==> config.mk <==
export PLATFORM = sky130hd
export DESIGN_NAME = tga_rle_decoder_core_flat
export DESIGN_NICKNAME = d
export VERILOG_FILES = /design/src/hw/rtl/tga_rle_pkg.sv /design/src/hw/rtl/tga_rle_if.sv /design/src/hw/rtl/tga_rle_ctrl.sv /design/src/hw/rtl/tga_rle_dp.sv /design/src/hw/rtl/tga_rle_decoder_core.sv /design/src/flat_wrapper.sv
export SDC_FILE = /design/constraint.sdc
export NUM_CORES = 1
export LEC_CHECK = 0
export BUFFER_PORTS_ARGS = -buffer_cell sky130_fd_sc_hd__buf_2
export CAP_MARGIN = 20
export CORE_UTILIZATION = 45
export CTS_CLUSTER_DIAMETER = 120
export DETAILED_ROUTE_END_ITERATION = 6
export HOLD_SLACK_MARGIN = 0.06
export SETUP_SLACK_MARGIN = 0.4
export SYNTH_ARGS = -nofsm -noshare
export SYNTH_HDL_FRONTEND = slang
export SYNTH_SLANG_ARGS = --single-unit
==> constraint.sdc <==
create_clock -name clk -period 13.67 [get_ports clk]
set_input_delay 2.734 -clock clk [delete_from_list [all_inputs] [get_ports clk]]
set_output_delay 2.734 -clock clk [all_outputs]
set_load 0.01 [all_outputs]
==> src/hw/rtl/tga_rle_pkg.sv <==
// Shared types, codes and constants of the TGA run-length decoder.
package tga_rle_pkg;

    localparam int CFG_INDEX_W = 2;
    localparam int CFG_DATA_W  = 16;

    localparam logic [CFG_INDEX_W-1:0] REG_BPP    = 2'd0;
    localparam logic [CFG_INDEX_W-1:0] REG_WIDTH  = 2'd1;
    localparam logic [CFG_INDEX_W-1:0] REG_HEIGHT = 2'd2;

    localparam logic [2:0]  BPP_RESET      = 3'd4;
    localparam logic [2:0]  BPP_MIN        = 3'd1;
    localparam logic [2:0]  BPP_MAX        = 3'd4;
    localparam logic [15:0] DIM_RESET      = 16'd1;
    localparam logic [2:0]  COPIES_PER_BEAT = 3'd4;
    localparam logic [7:0]  HDR_COUNT_MASK = 8'h7F;
    localparam logic [7:0]  HDR_RUN_FLAG   = 8'h80;

    localparam logic [1:0] ERR_NONE      = 2'd0;
    localparam logic [1:0] ERR_OVERRUN   = 2'd1;
    localparam logic [1:0] ERR_EARLY_END = 2'd2;

    typedef enum logic [1:0] {
        S_HEADER,
        S_PIXEL,
        S_DROP,
        S_RUN
    } state_t;

    typedef enum logic [2:0] {
        OUT_NONE,
        OUT_RAW,
        OUT_BEAT,
        OUT_ERR_OVR,
        OUT_ERR_EARLY
    } out_kind_t;

    typedef struct packed {
        logic      load_header;
        logic      gather;
        logic      finish;
        logic      run_beat;
        logic      new_image;
        out_kind_t out_kind;
    } cmd_t;

    typedef struct packed {
        logic last;
        logic overrun;
        logic complete;
        logic done_now;
        logic is_run;
        logic left_one;
        logic left_le4;
        logic run_done;
        logic out_free;
        logic cfg_settle;
    } status_t;

endpackage

==> src/hw/rtl/tga_rle_if.sv <==
// Handshake channel interfaces for compressed bytes, decoded beats and configuration.
interface tga_rle_byte_if;
    logic       valid;
    logic       ready;
    logic [7:0] in_byte;
    logic       in_last;

    modport source (output valid, output in_byte, output in_last, input ready);
    modport sink (input valid, input in_byte, input in_last, output ready);
endinterface

interface tga_rle_beat_if;
    logic        valid;
    logic        ready;
    logic [31:0] pixel_value;
    logic [2:0]  copy_count;
    logic        image_done;
    logic [1:0]  error_code;

    modport source (output valid, output pixel_value, output copy_count,
                    output image_done, output error_code, input ready);
    modport sink (input valid, input pixel_value, input copy_count,
                  input image_done, input error_code, output ready);
endinterface

interface tga_rle_cfg_if;
    logic        valid;
    logic        ready;
    logic [1:0]  index;
    logic [15:0] data;

    modport source (output valid, output index, output data, input ready);
    modport sink (input valid, input index, input data, output ready);
endinterface

==> src/hw/rtl/tga_rle_ctrl.sv <==
// Packet-level state machine of the TGA run-length decoder.
module tga_rle_ctrl (
    input  logic                 clk,
    input  logic                 rst_n,
    input  logic                 in_valid,
    output logic                 in_ready,
    input  tga_rle_pkg::status_t status,
    output tga_rle_pkg::cmd_t    cmd
);
    import tga_rle_pkg::*;

    state_t state_reg;
    state_t state_next;
    logic   accept;

    assign in_ready = (state_reg != S_RUN) && status.out_free && !status.cfg_settle;
    assign accept   = in_valid && in_ready;

    always_ff @(posedge clk or negedge rst_n)
    begin
        if (!rst_n)
        begin
            state_reg <= S_HEADER;
        end
        else
        begin
            state_reg <= state_next;
        end
    end

    always_comb
    begin
        state_next = state_reg;
        case (state_reg)
            S_HEADER:
            begin
                if (accept)
                begin
                    if (status.overrun)
                    begin
                        state_next = status.last ? S_HEADER : S_DROP;
                    end
                    else if (!status.last)
                    begin
                        state_next = S_PIXEL;
                    end
                end
            end
            S_DROP:
            begin
                if (accept && status.last)
                begin
                    state_next = S_HEADER;
                end
            end
            S_PIXEL:
            begin
                if (accept)
                begin
                    if (!status.complete)
                    begin
                        if (status.last)
                        begin
                            state_next = S_HEADER;
                        end
                    end
                    else if (status.last && !status.done_now)
                    begin
                        state_next = S_HEADER;
                    end
                    else if (status.is_run)
                    begin
                        state_next = S_RUN;
                    end
                    else if (status.done_now || status.left_one)
                    begin
                        state_next = S_HEADER;
                    end
                end
            end
            S_RUN:
            begin
                if (status.out_free && status.left_le4)
                begin
                    state_next = S_HEADER;
                end
            end
            default:
            begin
                state_next = S_HEADER;
            end
        endcase
    end

    always_comb
    begin
        cmd = '0;
        cmd.out_kind = OUT_NONE;
        case (state_reg)
            S_HEADER:
            begin
                if (accept)
                begin
                    if (status.overrun)
                    begin
                        cmd.out_kind  = OUT_ERR_OVR;
                        cmd.new_image = status.last;
                    end
                    else if (status.last)
                    begin
                        cmd.out_kind  = OUT_ERR_EARLY;
                        cmd.new_image = 1'b1;
                    end
                    else
                    begin
                        cmd.load_header = 1'b1;
                    end
                end
            end
            S_DROP:
            begin
                if (accept && status.last)
                begin
                    cmd.new_image = 1'b1;
                end
            end
            S_PIXEL:
            begin
                if (accept)
                begin
                    if (!status.complete)
                    begin
                        if (status.last)
                        begin
                            cmd.out_kind  = OUT_ERR_EARLY;
                            cmd.new_image = 1'b1;
                        end
                        else
                        begin
                            cmd.gather = 1'b1;
                        end
                    end
                    else if (status.last && !status.done_now)
                    begin
                        cmd.out_kind  = OUT_ERR_EARLY;
                        cmd.new_image = 1'b1;
                    end
                    else if (status.is_run)
                    begin
                        cmd.finish = 1'b1;
                    end
                    else
                    begin
                        cmd.finish    = 1'b1;
                        cmd.out_kind  = OUT_RAW;
                        cmd.new_image = status.done_now;
                    end
                end
            end
            S_RUN:
            begin
                if (status.out_free)
                begin
                    cmd.run_beat  = 1'b1;
                    cmd.out_kind  = OUT_BEAT;
                    cmd.new_image = status.left_le4 && status.run_done;
                end
            end
            default:
            begin
                cmd.out_kind = OUT_NONE;
            end
        endcase
    end

endmodule

==> src/hw/rtl/tga_rle_dp.sv <==
// Datapath of the TGA run-length decoder: registers, pixel assembly, counters and output stage.
module tga_rle_dp (
    input  logic                 clk,
    input  logic                 rst_n,
    input  tga_rle_pkg::cmd_t    cmd,
    output tga_rle_pkg::status_t status,
    input  logic [7:0]           in_byte,
    input  logic                 in_last,
    input  logic                 cfg_valid,
    output logic                 cfg_ready,
    input  logic [tga_rle_pkg::CFG_INDEX_W-1:0] cfg_index,
    input  logic [tga_rle_pkg::CFG_DATA_W-1:0]  cfg_data,
    output logic                 out_valid,
    input  logic                 out_ready,
    output logic [31:0]          pixel_value,
    output logic [2:0]           copy_count,
    output logic                 image_done,
    output logic [1:0]           error_code
);
    import tga_rle_pkg::*;

    logic [2:0]  bpp_reg;
    logic [15:0] width_reg;
    logic [15:0] height_reg;
    logic [31:0] total_reg;
    logic        cfg_settle_reg;

    logic [7:0]  packet_left_reg;
    logic [7:0]  packet_left_next;
    logic        is_run_reg;
    logic        is_run_next;
    logic [1:0]  byte_index_reg;
    logic [1:0]  byte_index_next;
    logic [31:0] pixel_gather_reg;
    logic [31:0] pixel_gather_next;
    logic [31:0] pixels_done_reg;
    logic [31:0] pixels_done_next;
    logic        done_reg;

    logic        out_valid_reg;
    logic [31:0] pixel_value_reg;
    logic [2:0]  copy_count_reg;
    logic        image_done_reg;
    logic [1:0]  error_code_reg;

    logic [2:0]  bpp_clamp;
    logic [1:0]  index_inc;
    logic [31:0] gather_with_byte;
    logic [7:0]  hdr_count;
    logic [32:0] hdr_sum;
    logic [31:0] done_sum;
    logic [2:0]  beat_count;
    logic        cfg_write;

    assign cfg_ready = 1'b1;
    assign cfg_write = cfg_valid;

    always_comb
    begin
        if (bpp_reg < BPP_MIN)
        begin
            bpp_clamp = BPP_MIN;
        end
        else if (bpp_reg > BPP_MAX)
        begin
            bpp_clamp = BPP_MAX;
        end
        else
        begin
            bpp_clamp = bpp_reg;
        end
    end

    assign index_inc        = byte_index_reg + 2'd1;
    assign gather_with_byte = pixel_gather_reg
                            | ({24'd0, in_byte} << {byte_index_reg, 3'b000});
    assign hdr_count        = (in_byte & HDR_COUNT_MASK) + 8'd1;
    assign hdr_sum          = {1'b0, pixels_done_reg} + {25'd0, hdr_count};
    assign done_sum         = is_run_reg ? pixels_done_reg + {24'd0, packet_left_reg}
                                         : pixels_done_reg + 32'd1;
    assign beat_count       = status.left_le4 ? packet_left_reg[2:0] : COPIES_PER_BEAT;

    always_comb
    begin
        status.last       = in_last;
        status.overrun    = hdr_sum > {1'b0, total_reg};
        status.complete   = (index_inc == 2'd0) || ({1'b0, index_inc} >= bpp_clamp);
        status.done_now   = done_sum == total_reg;
        status.is_run     = is_run_reg;
        status.left_one   = packet_left_reg == 8'd1;
        status.left_le4   = packet_left_reg <= {5'd0, COPIES_PER_BEAT};
        status.run_done   = done_reg;
        status.out_free   = !out_valid_reg || out_ready;
        status.cfg_settle = cfg_settle_reg;
    end

    always_ff @(posedge clk or negedge rst_n)
    begin
        if (!rst_n)
        begin
            bpp_reg        <= BPP_RESET;
            width_reg      <= DIM_RESET;
            height_reg     <= DIM_RESET;
            total_reg      <= 32'd1;
            cfg_settle_reg <= 1'b0;
        end
        else
        begin
            cfg_settle_reg <= cfg_write;
            total_reg      <= {16'd0, width_reg} * {16'd0, height_reg};
            if (cfg_write)
            begin
                case (cfg_index)
                    REG_BPP:    bpp_reg    <= cfg_data[2:0];
                    REG_WIDTH:  width_reg  <= cfg_data;
                    REG_HEIGHT: height_reg <= cfg_data;
                    default:    bpp_reg    <= bpp_reg;
                endcase
            end
        end
    end

    always_comb
    begin
        packet_left_next  = packet_left_reg;
        is_run_next       = is_run_reg;
        byte_index_next   = byte_index_reg;
        pixel_gather_next = pixel_gather_reg;
        pixels_done_next  = pixels_done_reg;
        if (cmd.new_image)
        begin
            packet_left_next  = 8'd0;
            is_run_next       = 1'b0;
            byte_index_next   = 2'd0;
            pixel_gather_next = 32'd0;
            pixels_done_next  = 32'd0;
        end
        else if (cmd.load_header)
        begin
            packet_left_next  = hdr_count;
            is_run_next       = (in_byte & HDR_RUN_FLAG) != 8'd0;
            byte_index_next   = 2'd0;
            pixel_gather_next = 32'd0;
        end
        else if (cmd.finish)
        begin
            byte_index_next   = 2'd0;
            pixels_done_next  = done_sum;
            pixel_gather_next = is_run_reg ? gather_with_byte : 32'd0;
            if (!is_run_reg)
            begin
                packet_left_next = packet_left_reg - 8'd1;
            end
        end
        else if (cmd.gather)
        begin
            byte_index_next   = index_inc;
            pixel_gather_next = gather_with_byte;
        end
        else if (cmd.run_beat)
        begin
            packet_left_next = packet_left_reg - {5'd0, beat_count};
        end
    end

    always_ff @(posedge clk or negedge rst_n)
    begin
        if (!rst_n)
        begin
            packet_left_reg  <= 8'd0;
            is_run_reg       <= 1'b0;
            byte_index_reg   <= 2'd0;
            pixel_gather_reg <= 32'd0;
            pixels_done_reg  <= 32'd0;
            done_reg         <= 1'b0;
            out_valid_reg    <= 1'b0;
        end
        else
        begin
            packet_left_reg  <= packet_left_next;
            is_run_reg       <= is_run_next;
            byte_index_reg   <= byte_index_next;
            pixel_gather_reg <= pixel_gather_next;
            pixels_done_reg  <= pixels_done_next;
            if (cmd.finish)
            begin
                done_reg <= status.done_now;
            end
            if (cmd.out_kind != OUT_NONE)
            begin
                out_valid_reg <= 1'b1;
            end
            else if (out_ready)
            begin
                out_valid_reg <= 1'b0;
            end
        end
    end

    always_ff @(posedge clk)
    begin
        case (cmd.out_kind)
            OUT_RAW:
            begin
                pixel_value_reg <= gather_with_byte;
                copy_count_reg  <= 3'd1;
                image_done_reg  <= status.done_now;
                error_code_reg  <= ERR_NONE;
            end
            OUT_BEAT:
            begin
                pixel_value_reg <= pixel_gather_reg;
                copy_count_reg  <= beat_count;
                image_done_reg  <= status.left_le4 && done_reg;
                error_code_reg  <= ERR_NONE;
            end
            OUT_ERR_OVR:
            begin
                pixel_value_reg <= 32'd0;
                copy_count_reg  <= 3'd0;
                image_done_reg  <= 1'b0;
                error_code_reg  <= ERR_OVERRUN;
            end
            OUT_ERR_EARLY:
            begin
                pixel_value_reg <= 32'd0;
                copy_count_reg  <= 3'd0;
                image_done_reg  <= 1'b0;
                error_code_reg  <= ERR_EARLY_END;
            end
            default:
            begin
                pixel_value_reg <= pixel_value_reg;
            end
        endcase
    end

    assign out_valid   = out_valid_reg;
    assign pixel_value = pixel_value_reg;
    assign copy_count  = copy_count_reg;
    assign image_done  = image_done_reg;
    assign error_code  = error_code_reg;

endmodule

==> src/hw/rtl/tga_rle_decoder_core.sv <==
// Top level of the TGA run-length decoder.
// The decoder takes one compressed byte per cycle and returns decoded pixels as beats of up
// to four copies. A header byte or a byte of a raw pixel leads to no extra state; the byte
// that completes a run pixel is followed by state S_RUN, in which the output register sends
// the run out in ceil(count/4) beats and no byte is taken. The cycle after a configuration
// transfer takes no byte while the registered pixel total width*height is updated. Input
// waits whenever the output register holds a beat that is not being taken.
module tga_rle_decoder_core (
    input logic           clk,
    input logic           rst_n,
    tga_rle_byte_if.sink  stream,
    tga_rle_beat_if.source pixels,
    tga_rle_cfg_if.sink   cfg
);
    import tga_rle_pkg::*;

    cmd_t    cmd;
    status_t status;

    tga_rle_ctrl u_ctrl (
        .clk      (clk),
        .rst_n    (rst_n),
        .in_valid (stream.valid),
        .in_ready (stream.ready),
        .status   (status),
        .cmd      (cmd)
    );

    tga_rle_dp u_dp (
        .clk         (clk),
        .rst_n       (rst_n),
        .cmd         (cmd),
        .status      (status),
        .in_byte     (stream.in_byte),
        .in_last     (stream.in_last),
        .cfg_valid   (cfg.valid),
        .cfg_ready   (cfg.ready),
        .cfg_index   (cfg.index),
        .cfg_data    (cfg.data),
        .out_valid   (pixels.valid),
        .out_ready   (pixels.ready),
        .pixel_value (pixels.pixel_value),
        .copy_count  (pixels.copy_count),
        .image_done  (pixels.image_done),
        .error_code  (pixels.error_code)
    );

    // An error beat carries no pixel, no copies and no end-of-image flag.
    assert property (@(posedge clk) disable iff (!rst_n)
        pixels.valid && (pixels.error_code != ERR_NONE)
        |-> (pixels.pixel_value == 32'd0) && (pixels.copy_count == 3'd0)
            && !pixels.image_done)
        else $error("error beat carries pixel data");

    // A pixel beat stands for one to four copies.
    assert property (@(posedge clk) disable iff (!rst_n)
        pixels.valid && (pixels.error_code == ERR_NONE)
        |-> (pixels.copy_count != 3'd0) && (pixels.copy_count <= COPIES_PER_BEAT))
        else $error("pixel beat with bad copy count");

    // No byte is taken in the cycle after a configuration transfer.
    assert property (@(posedge clk) disable iff (!rst_n)
        cfg.valid && cfg.ready |=> !(stream.valid && stream.ready))
        else $error("byte taken before pixel total settled");

    // A new beat is never loaded over one that is still waiting.
    assert property (@(posedge clk) disable iff (!rst_n)
        pixels.valid && !pixels.ready |-> cmd.out_kind == OUT_NONE)
        else $error("output beat overwritten");

endmodule
==> src/flat_wrapper.sv <==
// flat-port wrapper written by rule: the top's interface ports become plain ports
module tga_rle_decoder_core_flat import tga_rle_pkg::*;
  (clk, rst_n, stream_valid, stream_in_byte, stream_in_last, stream_ready, pixels_valid, pixels_pixel_value, pixels_copy_count, pixels_image_done, pixels_error_code, pixels_ready, cfg_valid, cfg_index, cfg_data, cfg_ready);
  tga_rle_byte_if stream_i ();
  tga_rle_beat_if pixels_i ();
  tga_rle_cfg_if cfg_i ();
  input logic clk;
  input logic rst_n;
  input wire logic [$bits(stream_i.valid)-1:0] stream_valid;
  input wire logic [$bits(stream_i.in_byte)-1:0] stream_in_byte;
  input wire logic [$bits(stream_i.in_last)-1:0] stream_in_last;
  output wire logic [$bits(stream_i.ready)-1:0] stream_ready;
  output wire logic [$bits(pixels_i.valid)-1:0] pixels_valid;
  output wire logic [$bits(pixels_i.pixel_value)-1:0] pixels_pixel_value;
  output wire logic [$bits(pixels_i.copy_count)-1:0] pixels_copy_count;
  output wire logic [$bits(pixels_i.image_done)-1:0] pixels_image_done;
  output wire logic [$bits(pixels_i.error_code)-1:0] pixels_error_code;
  input wire logic [$bits(pixels_i.ready)-1:0] pixels_ready;
  input wire logic [$bits(cfg_i.valid)-1:0] cfg_valid;
  input wire logic [$bits(cfg_i.index)-1:0] cfg_index;
  input wire logic [$bits(cfg_i.data)-1:0] cfg_data;
  output wire logic [$bits(cfg_i.ready)-1:0] cfg_ready;
  assign stream_i.valid = stream_valid;
  assign stream_i.in_byte = stream_in_byte;
  assign stream_i.in_last = stream_in_last;
  assign stream_ready = stream_i.ready;
  assign pixels_valid = pixels_i.valid;
  assign pixels_pixel_value = pixels_i.pixel_value;
  assign pixels_copy_count = pixels_i.copy_count;
  assign pixels_image_done = pixels_i.image_done;
  assign pixels_error_code = pixels_i.error_code;
  assign pixels_i.ready = pixels_ready;
  assign cfg_i.valid = cfg_valid;
  assign cfg_i.index = cfg_index;
  assign cfg_i.data = cfg_data;
  assign cfg_ready = cfg_i.ready;
  tga_rle_decoder_core u_core (.clk(clk), .rst_n(rst_n), .stream(stream_i), .pixels(pixels_i), .cfg(cfg_i));
endmodule
== Word-level counts from Yosys, hierarchy flattened ==
Cells that the tools add are included.

* Magnitude comparators: 5
* Reductions and logical operators: 32
* Add/sub/neg operators: 7
* Equality and inequality tests: 22
* Multiply operators: 1
* Mux-type cells: 64
* Shift operators: 1
* Bitwise operators: 1

{| class="wikitable"
|+ Operator list
! operator !! number
|-
| two-way mux 32 bit || 9
|-
| case mux 32 bit (3 select lines) || 1
|-
| two-way mux 8 bit || 6
|-
| two-way mux 2 bit || 18
|-
| adder 32 x 8 -> 33 bit || 1
|-
| > comparator 33 x 32 -> 1 bit || 1
|-
| adder 32 x 1 -> 32 bit, second input constant || 1
|-
| adder 32 x 8 -> 32 bit || 1
|-
| equality test 32 bit || 1
|-
| multiplier 16 x 16 -> 32 bit || 1
|-
| OR 32 bit || 1
|-
| << shifter 8 x 5 -> 32 bit || 1
|-
| two-way mux 4 bit || 7
|-
| case mux 3 bit (3 select lines) || 2
|-
| two-way mux 1 bit || 13
|-
| inequality test 2 bit, second input constant || 6
|-
| two-way mux 3 bit || 3
|-
| nonzero test 3 bit || 3
|-
| adder 7 x 1 -> 8 bit, second input constant || 1
|-
| equality test 8 x 1 -> 1 bit, second input constant || 1
|-
| less-or-equal comparator 8 x 3 -> 1 bit, second input constant || 1
|-
| inequality test 4 x 3 -> 1 bit, second input constant || 2
|-
| case mux 2 bit (4 select lines) || 1
|-
| AND reduction 2 bit || 4
|-
| other kinds (27) || 47
|}

* Logic and storage cells: 150
* Output and inout bits: 41
* Flip-flop bits (word level): 185
* Bits of input ports: 32

== Longest topological paths before layout ==
Gate-level depths: netlist of the first run.

* Depth after elaboration: 13
* Gate-level depth with buffers: 29
* Mapped depth without buffers: 26

== Cells and area by module ==
From an unflattened synthesis of the first run, not the netlist that was laid out.

* Cells, all modules: 2080
* Area total of the unflattened synthesis: 19471.2 um^2

{| class="wikitable"
|+ Modules (own cells, without submodules)
! module !! cells each !! seq. area each (um^2) !! times used !! area each (um^2)
|-
| tga_rle_dp || 2035 || 4774.6 || 1 || 19134.6
|-
| tga_rle_ctrl || 45 || 50.0 || 1 || 336.6
|}

== Worst setup path before layout of the first run ==
Ideal clock, no wire load.

* Path kind: input to register
* Start: input port stream_in_byte[1]
* End: register u_core.u_dp.copy_count_reg[0] (netlist: u_core.u_dp.copy_count[0]), enable pin
* Setup time: 0.394 ns
* Buffers on the path: 1
* Setup slack: 5.588 ns
* Stages: 24
* Required time: 13.276 ns
* Arrival: 7.688 ns
* Cells stage by stage: clkbuf_1 -> and3_1 -> nand3_1 -> xnor2_1 -> ha_1 -> a21oi_1 -> nand2_1 -> a21o_1 -> a21oi_1 -> nor2_1 -> nand2_1 -> xnor2_1 -> ha_1 -> a21o_1 -> a21o_1 -> a211oi_1 -> o31ai_1 -> a2111oi_0 -> a21o_1 -> a31oi_1 -> o21ai_0 -> nand3_1 -> a21oi_1 -> or3_1

* Word-level cells in the longest chain between the ends: 9
* Elaborated cells between the ends (all ways): 12
* Those cells by class: add/sub (2); order compare (1); eq/ne (4); mux (3); reduce/logical (2)

{| class="wikitable"
|+ Ends and longest elaborated chain
! element !! line !! text
|-
| start, declared || flat_wrapper.sv:10 || <nowiki>input wire logic [$bits(stream_i.in_byte)-1:0] stream_in_byte;</nowiki>
|-
| adder 7 x 1 -> 8 bit (*) || tga_rle_dp.sv:77 || <nowiki>assign hdr_count = (in_byte & HDR_COUNT_MASK) + 8'd1;</nowiki>
|-
| adder 32 x 8 -> 33 bit (*) || tga_rle_dp.sv:78 || <nowiki>assign hdr_sum = {1'b0, pixels_done_reg} + {25'd0, hdr_count};</nowiki>
|-
| > comparator 33 x 32 -> 1 bit (*) || tga_rle_dp.sv:86 || <nowiki>status.overrun = hdr_sum > {1'b0, total_reg};</nowiki>
|-
| two-way mux 4 bit (*) || tga_rle_ctrl.sv:104 || <nowiki>if (status.overrun)</nowiki>
|-
| two-way mux 4 bit (*) || tga_rle_ctrl.sv:102 || <nowiki>if (accept)</nowiki>
|-
| case mux 3 bit (3 select lines) (*) || tga_rle_ctrl.sv:99 || <nowiki>case (state_reg)</nowiki>
|-
| equality test 3 bit / equality test 3 x 2 -> 1 bit (equally long branches) || tga_rle_dp.sv:202 || <nowiki>case (cmd.out_kind)</nowiki>
|-
| OR reduction 2 bit (no line) || n/a ||
|-
| nonzero test 3 bit (no line) (*) || n/a ||
|-
| end signal, assigned || tga_rle_dp.sv:213 || <nowiki>copy_count_reg <= beat_count;</nowiki>
|-
| end, declared || tga_rle_dp.sv:42 || <nowiki>logic [2:0] copy_count_reg;</nowiki>
|}

Every way passes the cells marked *; elsewhere a longest branch is shown, timed or not.
A chain may end at the register's enable or synchronous reset.

== Final worst setup path of the first run ==
* Start: input port stream_in_byte[0]
* End: register u_core.u_dp.copy_count_reg[0] (netlist: u_core.u_dp.copy_count[0]), data pin

* Word-level cells in the longest chain between the ends: 9
* Elaborated cells between the ends (all ways): 12
* Those cells by class: add/sub (2); order compare (1); eq/ne (4); mux (4); reduce/logical (1)

{| class="wikitable"
|+ Ends and longest elaborated chain
! element !! line
|-
| adder 7 x 1 -> 8 bit (*) || tga_rle_dp.sv:77
|-
| adder 32 x 8 -> 33 bit (*) || tga_rle_dp.sv:78
|-
| > comparator 33 x 32 -> 1 bit (*) || tga_rle_dp.sv:86
|-
| two-way mux 4 bit (*) || tga_rle_ctrl.sv:104
|-
| two-way mux 4 bit (*) || tga_rle_ctrl.sv:102
|-
| case mux 3 bit (3 select lines) (*) || tga_rle_ctrl.sv:99
|-
| equality test 3 bit / equality test 3 x 2 -> 1 bit (equally long branches) || tga_rle_dp.sv:202
|-
| OR reduction 2 bit (no line) || n/a
|-
| case mux 3 bit (3 select lines) (*) || tga_rle_dp.sv:202
|}

Marked as above.

==> results of run 1 <==
per-stage QoR:
stage	instances	utilization (%)	worst slack, ns
floorplan	2107	-	5.59
global placement	2634	47.5	4.50
detailed placement	2636	47.6	4.65
CTS	2668	49.0	5.12
global route	2668	49.0	4.42
finish	2668	49.0	5.01
cells in the final DEF (no fill, tap or decap), types with 20 or more instances in the layout:
master and count:
sky130_fd_sc_hd__a21o_1 27, sky130_fd_sc_hd__a21oi_1 127, sky130_fd_sc_hd__and2_1 155, sky130_fd_sc_hd__buf_2 70, sky130_fd_sc_hd__dfrtp_1 143, sky130_fd_sc_hd__edfxtp_1 38
sky130_fd_sc_hd__fa_1 196, sky130_fd_sc_hd__ha_1 162, sky130_fd_sc_hd__inv_1 292, sky130_fd_sc_hd__mux2_2 37, sky130_fd_sc_hd__nand2_1 185, sky130_fd_sc_hd__nand3_1 35
sky130_fd_sc_hd__nand4_1 20, sky130_fd_sc_hd__nor2_1 191, sky130_fd_sc_hd__nor3_1 24, sky130_fd_sc_hd__o21ai_0 41, sky130_fd_sc_hd__xnor2_1 74, sky130_fd_sc_hd__xor2_1 50
synthesized netlist by cell type (12+ instances only):
cell type                    n  share of area (%)
sky130_fd_sc_hd__ha_1      162                 11
sky130_fd_sc_hd__dfrtp_1   143                 19
sky130_fd_sc_hd__nand2_1   185                3.6
sky130_fd_sc_hd__nor2b_1    14               0.45
sky130_fd_sc_hd__or3_1      12               0.39
sky130_fd_sc_hd__nor2_1    191                3.7
sky130_fd_sc_hd__xnor2_1    74                3.4
sky130_fd_sc_hd__nand4_1    20               0.65
sky130_fd_sc_hd__o21ai_0    41                1.1
sky130_fd_sc_hd__a21o_1     27                1.1
sky130_fd_sc_hd__nor3_1     24               0.62
sky130_fd_sc_hd__and2_1    155                5.0
sky130_fd_sc_hd__nand3_1    35               0.91
sky130_fd_sc_hd__nand2b_1   14               0.45
sky130_fd_sc_hd__and3_1     17               0.55
sky130_fd_sc_hd__a21oi_1   127                3.3
sky130_fd_sc_hd__edfxtp_1   38                5.9
sky130_fd_sc_hd__fa_1      196                 20
sky130_fd_sc_hd__mux2_2     37                2.2
sky130_fd_sc_hd__inv_1     292                5.7
sky130_fd_sc_hd__xor2_1     50                2.3
sky130_fd_sc_hd__buf_2      24               0.62
sky130_fd_sc_hd__clkbuf_1   59                1.1
cell type report:
type	count	area share, %
multi-input combinational	1539	62.9
sequential	185	23.3
inverter	292	5.30
tap	539	3.26
timing repair buffer	81	2.19
clock buffer	17	2.06
clock inverter	15	0.932
logic make-up (layout without fill, tap and decap cells):
| kind of cell | after synthesis | count (layout) | synth area share [%] |
|---|---|---|---|
| muxes | 47 | 47 | 2.68 |
| DFF | 185 | 185 | 25.0 |
| and+or+nand+nor | 716 | 716 | 18.6 |
| other | 2 | 3 | 0.0389 |
| adders and majority gates | 358 | 358 | 30.8 |
| buffers and inverters | 383 | 405 | 7.68 |
| xor gates and xnor gates | 124 | 124 | 5.63 |
| AOI/OAI and AO/OA | 291 | 291 | 9.59 |
layer usage:
layer / wire length [um] / share of wire, % / vias to the layer above / GRT usage, %
met3: 1940 / 3.8 / 47 / 3.10
met2: 25200 / 50 / 269 / 41.6
met5: 0 / 0 / - / 0
met1: 22400 / 45 / 7428 / 31.7
li1: - / - / 6849 / -
met4: 807 / 1.6 / 0 / 5.60
worst paths after layout:
kind	slack, ns	start	endpoint	cells after the start
setup / recovery	5.01	stream_in_byte[0]	u_core.u_dp.copy_count[0]$_DFFE_PP_	28
hold / removal	0.50	u_core.u_dp.pixel_gather_reg[22]$_DFFE_PN0P_	u_core.u_dp.pixel_gather_reg[22]$_DFFE_PN0P_	2
setup reg to reg	5.86	u_core.u_dp.width_reg[8]$_DFFE_PN0P_	u_core.u_dp.total_reg[31]$_DFF_PN0_	23
hold reg to reg	0.50	u_core.u_dp.pixel_gather_reg[22]$_DFFE_PN0P_	u_core.u_dp.pixel_gather_reg[22]$_DFFE_PN0P_	2
max in group asynchronous	9.91	rst_n	u_core.u_dp.pixel_gather_reg[13]$_DFFE_PN0P_	2
min in group asynchronous	2.31	rst_n	u_core.u_dp.total_reg[7]$_DFF_PN0_	1
worst max-delay path, stage by stage:
cell                        delay, ns
sky130_fd_sc_hd__buf_2           0.24
sky130_fd_sc_hd__ha_1            0.23
sky130_fd_sc_hd__xor2_1          0.23
sky130_fd_sc_hd__ha_1            0.32
sky130_fd_sc_hd__a21o_1          0.19
sky130_fd_sc_hd__a21o_1          0.18
sky130_fd_sc_hd__a21o_1          0.19
sky130_fd_sc_hd__a21oi_1         0.15
sky130_fd_sc_hd__nor2b_1         0.07
sky130_fd_sc_hd__o21ai_0         0.28
sky130_fd_sc_hd__nor2b_1         0.22
sky130_fd_sc_hd__nor2_1          0.09
sky130_fd_sc_hd__nand2_1         0.17
sky130_fd_sc_hd__xnor2_1         0.10
sky130_fd_sc_hd__ha_1            0.20
sky130_fd_sc_hd__a21o_1          0.15
sky130_fd_sc_hd__a21o_1          0.17
sky130_fd_sc_hd__a211oi_1        0.27
sky130_fd_sc_hd__o31ai_1         0.16
sky130_fd_sc_hd__a2111oi_0       0.41
sky130_fd_sc_hd__a21o_1          0.18
sky130_fd_sc_hd__a31oi_1         0.07
sky130_fd_sc_hd__o21ai_0         0.36
sky130_fd_sc_hd__nand3_1         0.23
sky130_fd_sc_hd__a21oi_1         0.29
sky130_fd_sc_hd__or2_1           0.59
sky130_fd_sc_hd__buf_8           0.25
sky130_fd_sc_hd__o21ai_0         0.09
==> results_dict.tcl, run 1 <==
set metrics [dict create \
    outcome "complete, no violations" \
    numClockSinks 185 \
    post_cts_resized 0 \
    max_slew.worst_pin.slew_ns 0.947 \
    post_synth.cell_area_avg_um2 9.16 \
    syn-instance-count 2106 \
    die_x_um 209 \
    setup_buffers_after_cts 0 \
    postSynthRegisterBits 185 \
    grt_pass1_wl_mm 81.5 \
    io_pins 73 \
    rsz0062_at_grt "false" \
    crit_arrival_ns 8.86 \
    grt_pass1_vias 15115 \
    drc 0 \
    grt_antenna_before_repair 0 \
    n_fill_cell 4023 \
    final.period_utilization_pct 63.4 \
    nets 2506 \
    cts_hold_repair.buffers 0 \
    detailedRoute.firstIterationViolations 1021 \
    total_area_of_multi_input_combinational_cells_mm2 0.0130 \
    fin_worst_skew_ns 0.0193 \
    ys.flop_type "sky130_fd_sc_hd__dfrtp_1" \
    tritoncts "done" \
    critical_path_class "primary input to flop" \
    clock_tree.htree_level_count 4 \
    number_of_flops_mapped_to_enable_cells_by_yosys 38 \
    tritoncts.num_buffers 17 \
    post_synth_num_cell_types 79 \
    clk_root_buffer_cell "sky130_fd_sc_hd__clkbuf_16" \
    end_kind "flop" \
    period_minus_slack_ns 8.66 \
    cp_max_fo 19 \
    timing.fmax_mhz 115 \
    row_count 75 \
    hold_path_class "flop to flop" \
    layout-drive-gt1-share_pct 8.36 \
    globalRouteOverflowTotal 0 \
    post_dp_cell_area_mm2 0.0200 \
    netlist_area_mm2 0.0193 \
    drtAntennaViolNets 0 \
    max-cap-violations 0 \
    ff_latch_area_mm2 0.00482 \
    die_area_mm2 0.0437 \
    maximum_number_of_pins_on_one_net_before_global_route_repair 76 \
    avgViaCountPerCell 5.47 \
    initial_utilization_pct 45.8 \
    synth.yosys.seq_area_share_pct 25.0 \
    finalSetupTns_ns 0 \
    numPortBuffers 71 \
    hold_slack_ns 0.502 \
    timing.final.max_slew_violations 0 \
    dr_total_vias 14593 \
    wirelength_mm 50.4 \
    timing.slew.headroom_pct 35.2 \
    die_h_um 209 \
    critPathLaunchType "primary input" \
    detailedRoute.firstPassIterationCount 7 \
    critPathRequiredTime_ns 13.87 \
    insertion_delay_ns 0.47 \
    grt.total_usage_pct 23.9 \
    num_antenna_cells 0 \
    dp_hpwl_mm 39.4 \
    clk_pin_slew_ns 0.08 \
    fp.coreArea_mm2 0.0421 \
    warnings_from_yosys 0 \
    clockBufferDepth 2 \
    final_area_mm2 0.0207 \
    synth-async-reset-ratio_pct 79.5 \
    hold_viol_final 0 \
    setup_viol_count_final 0 \
    gp_congestion 0.958 \
    layout-area-overhead-vs-synth_pct 7.07 \
    routed_wire_length_per_instance_um 18.9 \
]
Power of run 1 is left out: the tool's default activity adds up to more than one toggle a clock period on the data nets, which glitch-free logic cannot reach.
==> inputs of run 2 (changes only) <==
==> constraint.sdc (replaced) <==
create_clock -name clk -period 8.7 [get_ports clk]
set_input_delay 1.74 -clock clk [delete_from_list [all_inputs] [get_ports clk]]
set_output_delay 1.74 -clock clk [all_outputs]
set_load 0.01 [all_outputs]
==> run 2 against run 1 <==
Effect of this change:
- non-clock buffer count rose by 5
- worst setup slack worse by 3.9 ns
- register-to-register slack worse by 4.7 ns
- routed wire length down 2.2%
- utilization increased by 0.065 points
- sequential share of layout area hardly changed
- count of clock-buffer cells in the layout did not move
- first-iteration DRC count fell by 7.5%
- die area is the same
- clock skew shrank 0.0021 ns
- largest cell class unchanged
- highest routed layer unchanged
==> results_dict.tcl, run 2 (synthesized netlist as in run 1, its figures left out) <==
set metrics [dict create \
    max_slew.worst_pin.slew_ns 1.04 \
    numClockSinks 185 \
    clockBufferDepth 2 \
    gp_congestion 0.904 \
    hold_path_class "flop to flop" \
    timing.final.max_slew_violations 0 \
    critical_path_buf_inv_count 3 \
    io_pins 73 \
    die_h_um 209 \
    worst_hold_path.num_cells 2 \
    setup_buffers_after_cts 0 \
    ff_latch_area_mm2 0.00482 \
    reg2reg_depth 23 \
    grt_antenna_before_repair 1 \
    finalSetupTns_ns 0 \
    cpLargestDelayFamily "adder cells" \
    drtAntennaViolNets 0 \
    nets 2511 \
    insertion_delay_ns 0.49 \
    grt_pass1_wl_mm 81.0 \
    detailedRoute.firstIterationViolations 944 \
    max_stage_delay_ns 0.82 \
    n_fill_cell 3970 \
    rsz0062_at_grt "false" \
    tritoncts "done" \
    tritoncts.num_buffers 17 \
    max-cap-violations 0 \
    critPathRequiredTime_ns 9.10 \
    end_kind "flop" \
    globalRouteOverflowTotal 0 \
    timing.critical_path.cells "nand2_1 -> fa_1 -> inv_1 -> fa_1 -> inv_1 -> fa_1 -> fa_1 -> inv_1 -> fa_1 -> fa_1 -> ha_1 -> a21o_1 -> a21oi_1 -> nor2_1 -> a21oi_1 -> a31oi_1 -> a41o_1 -> o21ai_0 -> a2111oi_0 -> a2111oi_0 -> o21ai_0 -> a21oi_1 -> xnor2_1" \
    avgViaCountPerCell 5.38 \
    outcome "complete, no violations" \
    drc 0 \
    final.period_utilization_pct 86.8 \
    routed_wire_length_per_instance_um 18.4 \
    fp.coreArea_mm2 0.0421 \
    period_minus_slack_ns 7.55 \
    cts_hold_repair.buffers 0 \
    grt.total_usage_pct 23.8 \
    die_x_um 209 \
    die_area_mm2 0.0437 \
    clock_tree.htree_level_count 4 \
    hold_viol_final 0 \
    layout_commonest_cell "sky130_fd_sc_hd__inv_1" \
    dr_total_vias 14388 \
    wirelength_mm 49.3 \
    grt_pass1_vias 14985 \
    crit_arrival_ns 7.95 \
    timing.slew.headroom_pct 30.1 \
    dp_hpwl_mm 38.8 \
    clk_root_buffer_cell "sky130_fd_sc_hd__clkbuf_16" \
    worstSetupPathDepth 23 \
    mostFrequentLayoutCells "sky130_fd_sc_hd__inv_1, sky130_fd_sc_hd__fa_1, sky130_fd_sc_hd__nor2_1" \
    clk_pin_slew_ns 0.08 \
    layout-drive-gt1-share_pct 8.58 \
    most_repeated_library_cell_on_the_critical_path "sky130_fd_sc_hd__fa_1" \
    initial_utilization_pct 45.8 \
    timing.fmax_mhz 132 \
    setup_viol_count_final 0 \
    numPortBuffers 71 \
    cp_max_fo 17 \
    detailedRoute.firstPassIterationCount 7 \
    total_area_of_multi_input_combinational_cells_mm2 0.0130 \
    fin_worst_skew_ns 0.0171 \
    timing.critical_path.slowest_stage_cell "sky130_fd_sc_hd__a2111oi_0" \
    critPathLaunchType "flop" \
    layout-area-overhead-vs-synth_pct 7.22 \
    critical_path_class "flop to flop" \
    row_count 75 \
    post_cts_resized 0 \
    maximum_number_of_pins_on_one_net_before_global_route_repair 100 \
]
[run 2: cell count changes in the layout (fill, tap and decap cells not counted), sizes merged]
cell | before | now
clkinv | 9 | 7
buf | 81 | 86
inv | 298 | 297
diode | 0 | 1
clkinvlp | 0 | 3
[run 2: path summary, 6_finish.rpt]
kind,start,to,slack (ns)
worst min-delay path,u_core.u_dp.pixel_gather_reg[20]$_DFFE_PN0P_,u_core.u_dp.pixel_gather_reg[20]$_DFFE_PN0P_,0.50
worst max-delay path,u_core.u_dp.width_reg[5]$_DFFE_PN0P_,u_core.u_dp.total_reg[31]$_DFF_PN0_,1.15
worst min register to register,u_core.u_dp.pixel_gather_reg[20]$_DFFE_PN0P_,u_core.u_dp.pixel_gather_reg[20]$_DFFE_PN0P_,0.50
worst max register to register,u_core.u_dp.width_reg[5]$_DFFE_PN0P_,u_core.u_dp.total_reg[31]$_DFF_PN0_,1.15
min in group asynchronous,rst_n,u_core.u_dp.pixels_done_reg[4]$_DFFE_PN0P_,1.36
max in group asynchronous,rst_n,u_core.u_dp.pixel_gather_reg[13]$_DFFE_PN0P_,6.14
[run 2: metal layers]
layer | part of all wire, % | routed length (um) | track usage [%]
met1 | 46 | 22500 | 31.6
met2 | 49 | 24400 | 40.5
met3 | 3.4 | 1680 | 3.80
met4 | 1.4 | 705 | 6.26
met5 | 0 | 0 | 0
[run 2: tightest hold or removal path, cell delays in order, from the launching register on]
cell,delay (ns)
sky130_fd_sc_hd__dfrtp_1,0.35
sky130_fd_sc_hd__a21oi_1,0.05
sky130_fd_sc_hd__nor2_1,0.07
[run 2: metrics by stage]
stage          utilization (%)  worst slack [ns]  hold WS (ns)  cell area [um2]  std cells
4_1_cts                   49.1              1.11         0.504            20700       2673
2_1_floorplan                -              1.61         0.463            19300       2107
6_report                  49.1              1.15         0.501            20700       2674
5_1_grt                   49.1             0.545         0.523            20700       2674
3_5_place_dp              47.6             0.913         0.487            20100       2641
3_3_place_gp              47.6              1.09         0.475            20100       2641
[run 2: cell type report]
cell class                 count  area share [%]
multi-input combinational   1539            62.8
sequential                   185            23.3
inverter                     292            5.30
tap                          539            3.26
timing repair buffer          86            2.29
clock buffer                  17            2.06
clock inverter                15           0.943
antenna                        1          0.0121
Power of run 2 is left out for the same reason.
==> inputs of run 3 (changes only) <==
--- a/config.mk
+++ b/config.mk
@@ -7,10 +7,11 @@
 export LEC_CHECK = 0
 export BUFFER_PORTS_ARGS = -buffer_cell sky130_fd_sc_hd__buf_2
 export CAP_MARGIN = 20
-export CORE_UTILIZATION = 45
+export CORE_UTILIZATION = 55
 export CTS_CLUSTER_DIAMETER = 120
 export DETAILED_ROUTE_END_ITERATION = 6
 export HOLD_SLACK_MARGIN = 0.06
+export PLACE_DENSITY = 0.72
 export SETUP_SLACK_MARGIN = 0.4
 export SYNTH_ARGS = -nofsm -noshare
 export SYNTH_HDL_FRONTEND = slang
==> run 3 against run 2 <==
Effect of this change:
- first-iteration DRC count rose by 4.4%
- largest cell class unchanged
- non-clock buffer count shrank 2
- design area down 0.33%
- count of clock-buffer cells in the layout is the same
- critical path depth unchanged
- sequential share of layout area increased by 0.076 points
- critical endpoint unchanged
- utilization grew 11 points
- critical path type unchanged
- die area fell by 18%
- routed wire length down 3.5%
- via count is 2.4% higher
- flip-flop and latch count did not move
==> results_dict.tcl, run 3 (synthesized netlist as in run 1, its figures left out) <==
set metrics [dict create \
    outcome "complete, no violations" \
    drtAntennaViolNets 0 \
    tritoncts "done" \
    die_area_mm2 0.0358 \
    worstHoldStart "u_core.u_dp.pixel_gather_reg[7]$_DFFE_PN0P_" \
    period_minus_slack_ns 7.73 \
    reg2reg_depth 23 \
    tritoncts.num_buffers 17 \
    dp_hpwl_mm 37.1 \
    die_h_um 189 \
    worst_hold_path.endpoint "u_core.u_dp.pixel_gather_reg[7]$_DFFE_PN0P_" \
    most_repeated_library_cell_on_the_critical_path "sky130_fd_sc_hd__fa_1" \
    layout-area-overhead-vs-synth_pct 6.87 \
    clk_root_buffer_cell "sky130_fd_sc_hd__clkbuf_16" \
    cp_max_fo 17 \
    crit_arrival_ns 8.13 \
    numPortBuffers 71 \
    timing.fmax_mhz 129 \
    grt_pass1_wl_mm 78.9 \
    rsz0062_at_grt "false" \
    critical_path_buf_inv_count 3 \
    num_antenna_cells 0 \
    timing.slew.headroom_pct 37.6 \
    grt.total_usage_pct 28.1 \
    fp.coreArea_mm2 0.0345 \
    nets 2509 \
    max_stage_delay_ns 0.81 \
    timing.critical_path.cells "nand2_1 -> fa_1 -> inv_1 -> fa_1 -> inv_1 -> fa_1 -> fa_1 -> inv_1 -> fa_1 -> fa_1 -> ha_1 -> a21o_1 -> a21oi_1 -> nor2_1 -> a21oi_1 -> a31oi_1 -> a41o_1 -> o21ai_0 -> a2111oi_0 -> a2111oi_0 -> o21ai_0 -> a21oi_1 -> xnor2_1" \
    hold_path_class "flop to flop" \
    wirelength_mm 47.6 \
    clockBufferDepth 2 \
    cpLargestDelayFamily "adder cells" \
    clk_pin_slew_ns 0.09 \
    grt_antenna_before_repair 0 \
    detailedRoute.firstPassIterationCount 5 \
    critPathRequiredTime_ns 9.10 \
    clock_tree.htree_level_count 4 \
    regToRegStartpoint "u_core.u_dp.height_reg[3]$_DFFE_PN0P_" \
    post_cts_resized 0 \
    mostFrequentLayoutCells "sky130_fd_sc_hd__inv_1, sky130_fd_sc_hd__fa_1, sky130_fd_sc_hd__nor2_1" \
    insertion_delay_ns 0.47 \
    ff_latch_area_mm2 0.00482 \
    max-cap-violations 0 \
    finalSetupTns_ns 0 \
    setup_viol_count_final 0 \
    dr_total_vias 14734 \
    io_pins 73 \
    numClockSinks 185 \
    row_count 68 \
    globalRouteOverflowTotal 0 \
    cts_hold_repair.buffers 0 \
    critical_path_class "flop to flop" \
    fin_worst_skew_ns 0.0175 \
    timing.critical_path.slowest_stage_cell "sky130_fd_sc_hd__dfrtp_1" \
    end_kind "flop" \
    total_area_of_multi_input_combinational_cells_mm2 0.0130 \
    layout-drive-gt1-share_pct 8.49 \
    hold_viol_final 0 \
    critPathLaunchType "flop" \
    maximum_number_of_pins_on_one_net_before_global_route_repair 80 \
    max_slew.worst_pin.slew_ns 0.928 \
    reg2reg_to "u_core.u_dp.total_reg[31]$_DFF_PN0_" \
    avgViaCountPerCell 5.70 \
    timing.final.max_slew_violations 0 \
    r2r_setup_slack_ns 0.97 \
    layout_commonest_cell "sky130_fd_sc_hd__inv_1" \
    worst_hold_path.num_cells 2 \
    gp_congestion 0.930 \
    initial_utilization_pct 55.9 \
    final.period_utilization_pct 88.8 \
    detailedRoute.firstIterationViolations 986 \
    die_x_um 189 \
    setup_buffers_after_cts 0 \
    grt_pass1_vias 15022 \
    routed_wire_length_per_instance_um 18.4 \
    n_fill_cell 3028 \
    drc 0 \
]
-- run 3: cell count changes in the layout (fill, tap and decap cells not counted), sizes merged --
cell / change
clkinvlp: -3
inv: +4
buf: -2
clkinv: -1
diode: -1
-- run 3: worst reg2reg max path: stages, from the launching register on --
cell and delay (ns):
sky130_fd_sc_hd__dfrtp_1 0.81, sky130_fd_sc_hd__nand2_1 0.21, sky130_fd_sc_hd__fa_1 0.59, sky130_fd_sc_hd__inv_1 0.05, sky130_fd_sc_hd__fa_1 0.47, sky130_fd_sc_hd__inv_1 0.05
sky130_fd_sc_hd__fa_1 0.46, sky130_fd_sc_hd__fa_1 0.49, sky130_fd_sc_hd__inv_1 0.05, sky130_fd_sc_hd__fa_1 0.50, sky130_fd_sc_hd__fa_1 0.49, sky130_fd_sc_hd__ha_1 0.39
sky130_fd_sc_hd__a21o_1 0.22, sky130_fd_sc_hd__a21oi_1 0.31, sky130_fd_sc_hd__nor2_1 0.08, sky130_fd_sc_hd__a21oi_1 0.22, sky130_fd_sc_hd__a31oi_1 0.18, sky130_fd_sc_hd__a41o_1 0.28
sky130_fd_sc_hd__o21ai_0 0.29, sky130_fd_sc_hd__a2111oi_0 0.20, sky130_fd_sc_hd__a2111oi_0 0.81, sky130_fd_sc_hd__o21ai_0 0.18, sky130_fd_sc_hd__a21oi_1 0.22, sky130_fd_sc_hd__xnor2_1 0.13
-- run 3: through the flow --
step	instances	area (um2)	hold slack, ns	setup slack (ns)	utilization [%]
after floorplan	2107	19300	0.463	1.61	-
after global placement	2553	19900	0.476	1.20	57.7
after detailed placement	2553	19900	0.484	0.879	57.7
after CTS	2585	20600	0.506	1.05	59.6
after global routing	2587	20600	0.525	0.602	59.7
final	2587	20600	0.502	0.972	59.7
-- run 3: cell type report --
class	count	share of cell area [%]
inverter	292	5.31
tap	455	2.76
clock inverter	15	1.08
timing repair buffer	84	2.36
multi-input combinational	1539	63.0
clock buffer	17	2.06
sequential	185	23.4
-- run 3: routing by layer --
metal	share of wire, %	track usage, %
met4	2.8	9.31
met2	49	47.6
met3	4.7	3.26
met5	0	0
met1	43	37.5
-- run 3: worst max path at each step --
stage / slack [ns] / start / to / depth (start not counted)
global placement: 1.20 / stream_in_byte[0] / u_core.u_dp.pixel_gather_reg[15]$_DFFE_PN0P_ / 28
finish: 0.97 / u_core.u_dp.height_reg[3]$_DFFE_PN0P_ / u_core.u_dp.total_reg[31]$_DFF_PN0_ / 23
global route: 0.60 / u_core.u_dp.height_reg[3]$_DFFE_PN0P_ / u_core.u_dp.total_reg[31]$_DFF_PN0_ / 23
floorplan: 1.61 / stream_in_byte[1] / u_core.u_dp.copy_count[0]$_DFFE_PP_ / 24
detailed placement: 0.88 / stream_in_byte[0] / u_core.u_dp.copy_count[1]$_DFFE_PP_ / 26
CTS: 1.05 / u_core.u_dp.height_reg[3]$_DFFE_PN0P_ / u_core.u_dp.total_reg[31]$_DFF_PN0_ / 23
Power of run 3 is left out for the same reason.
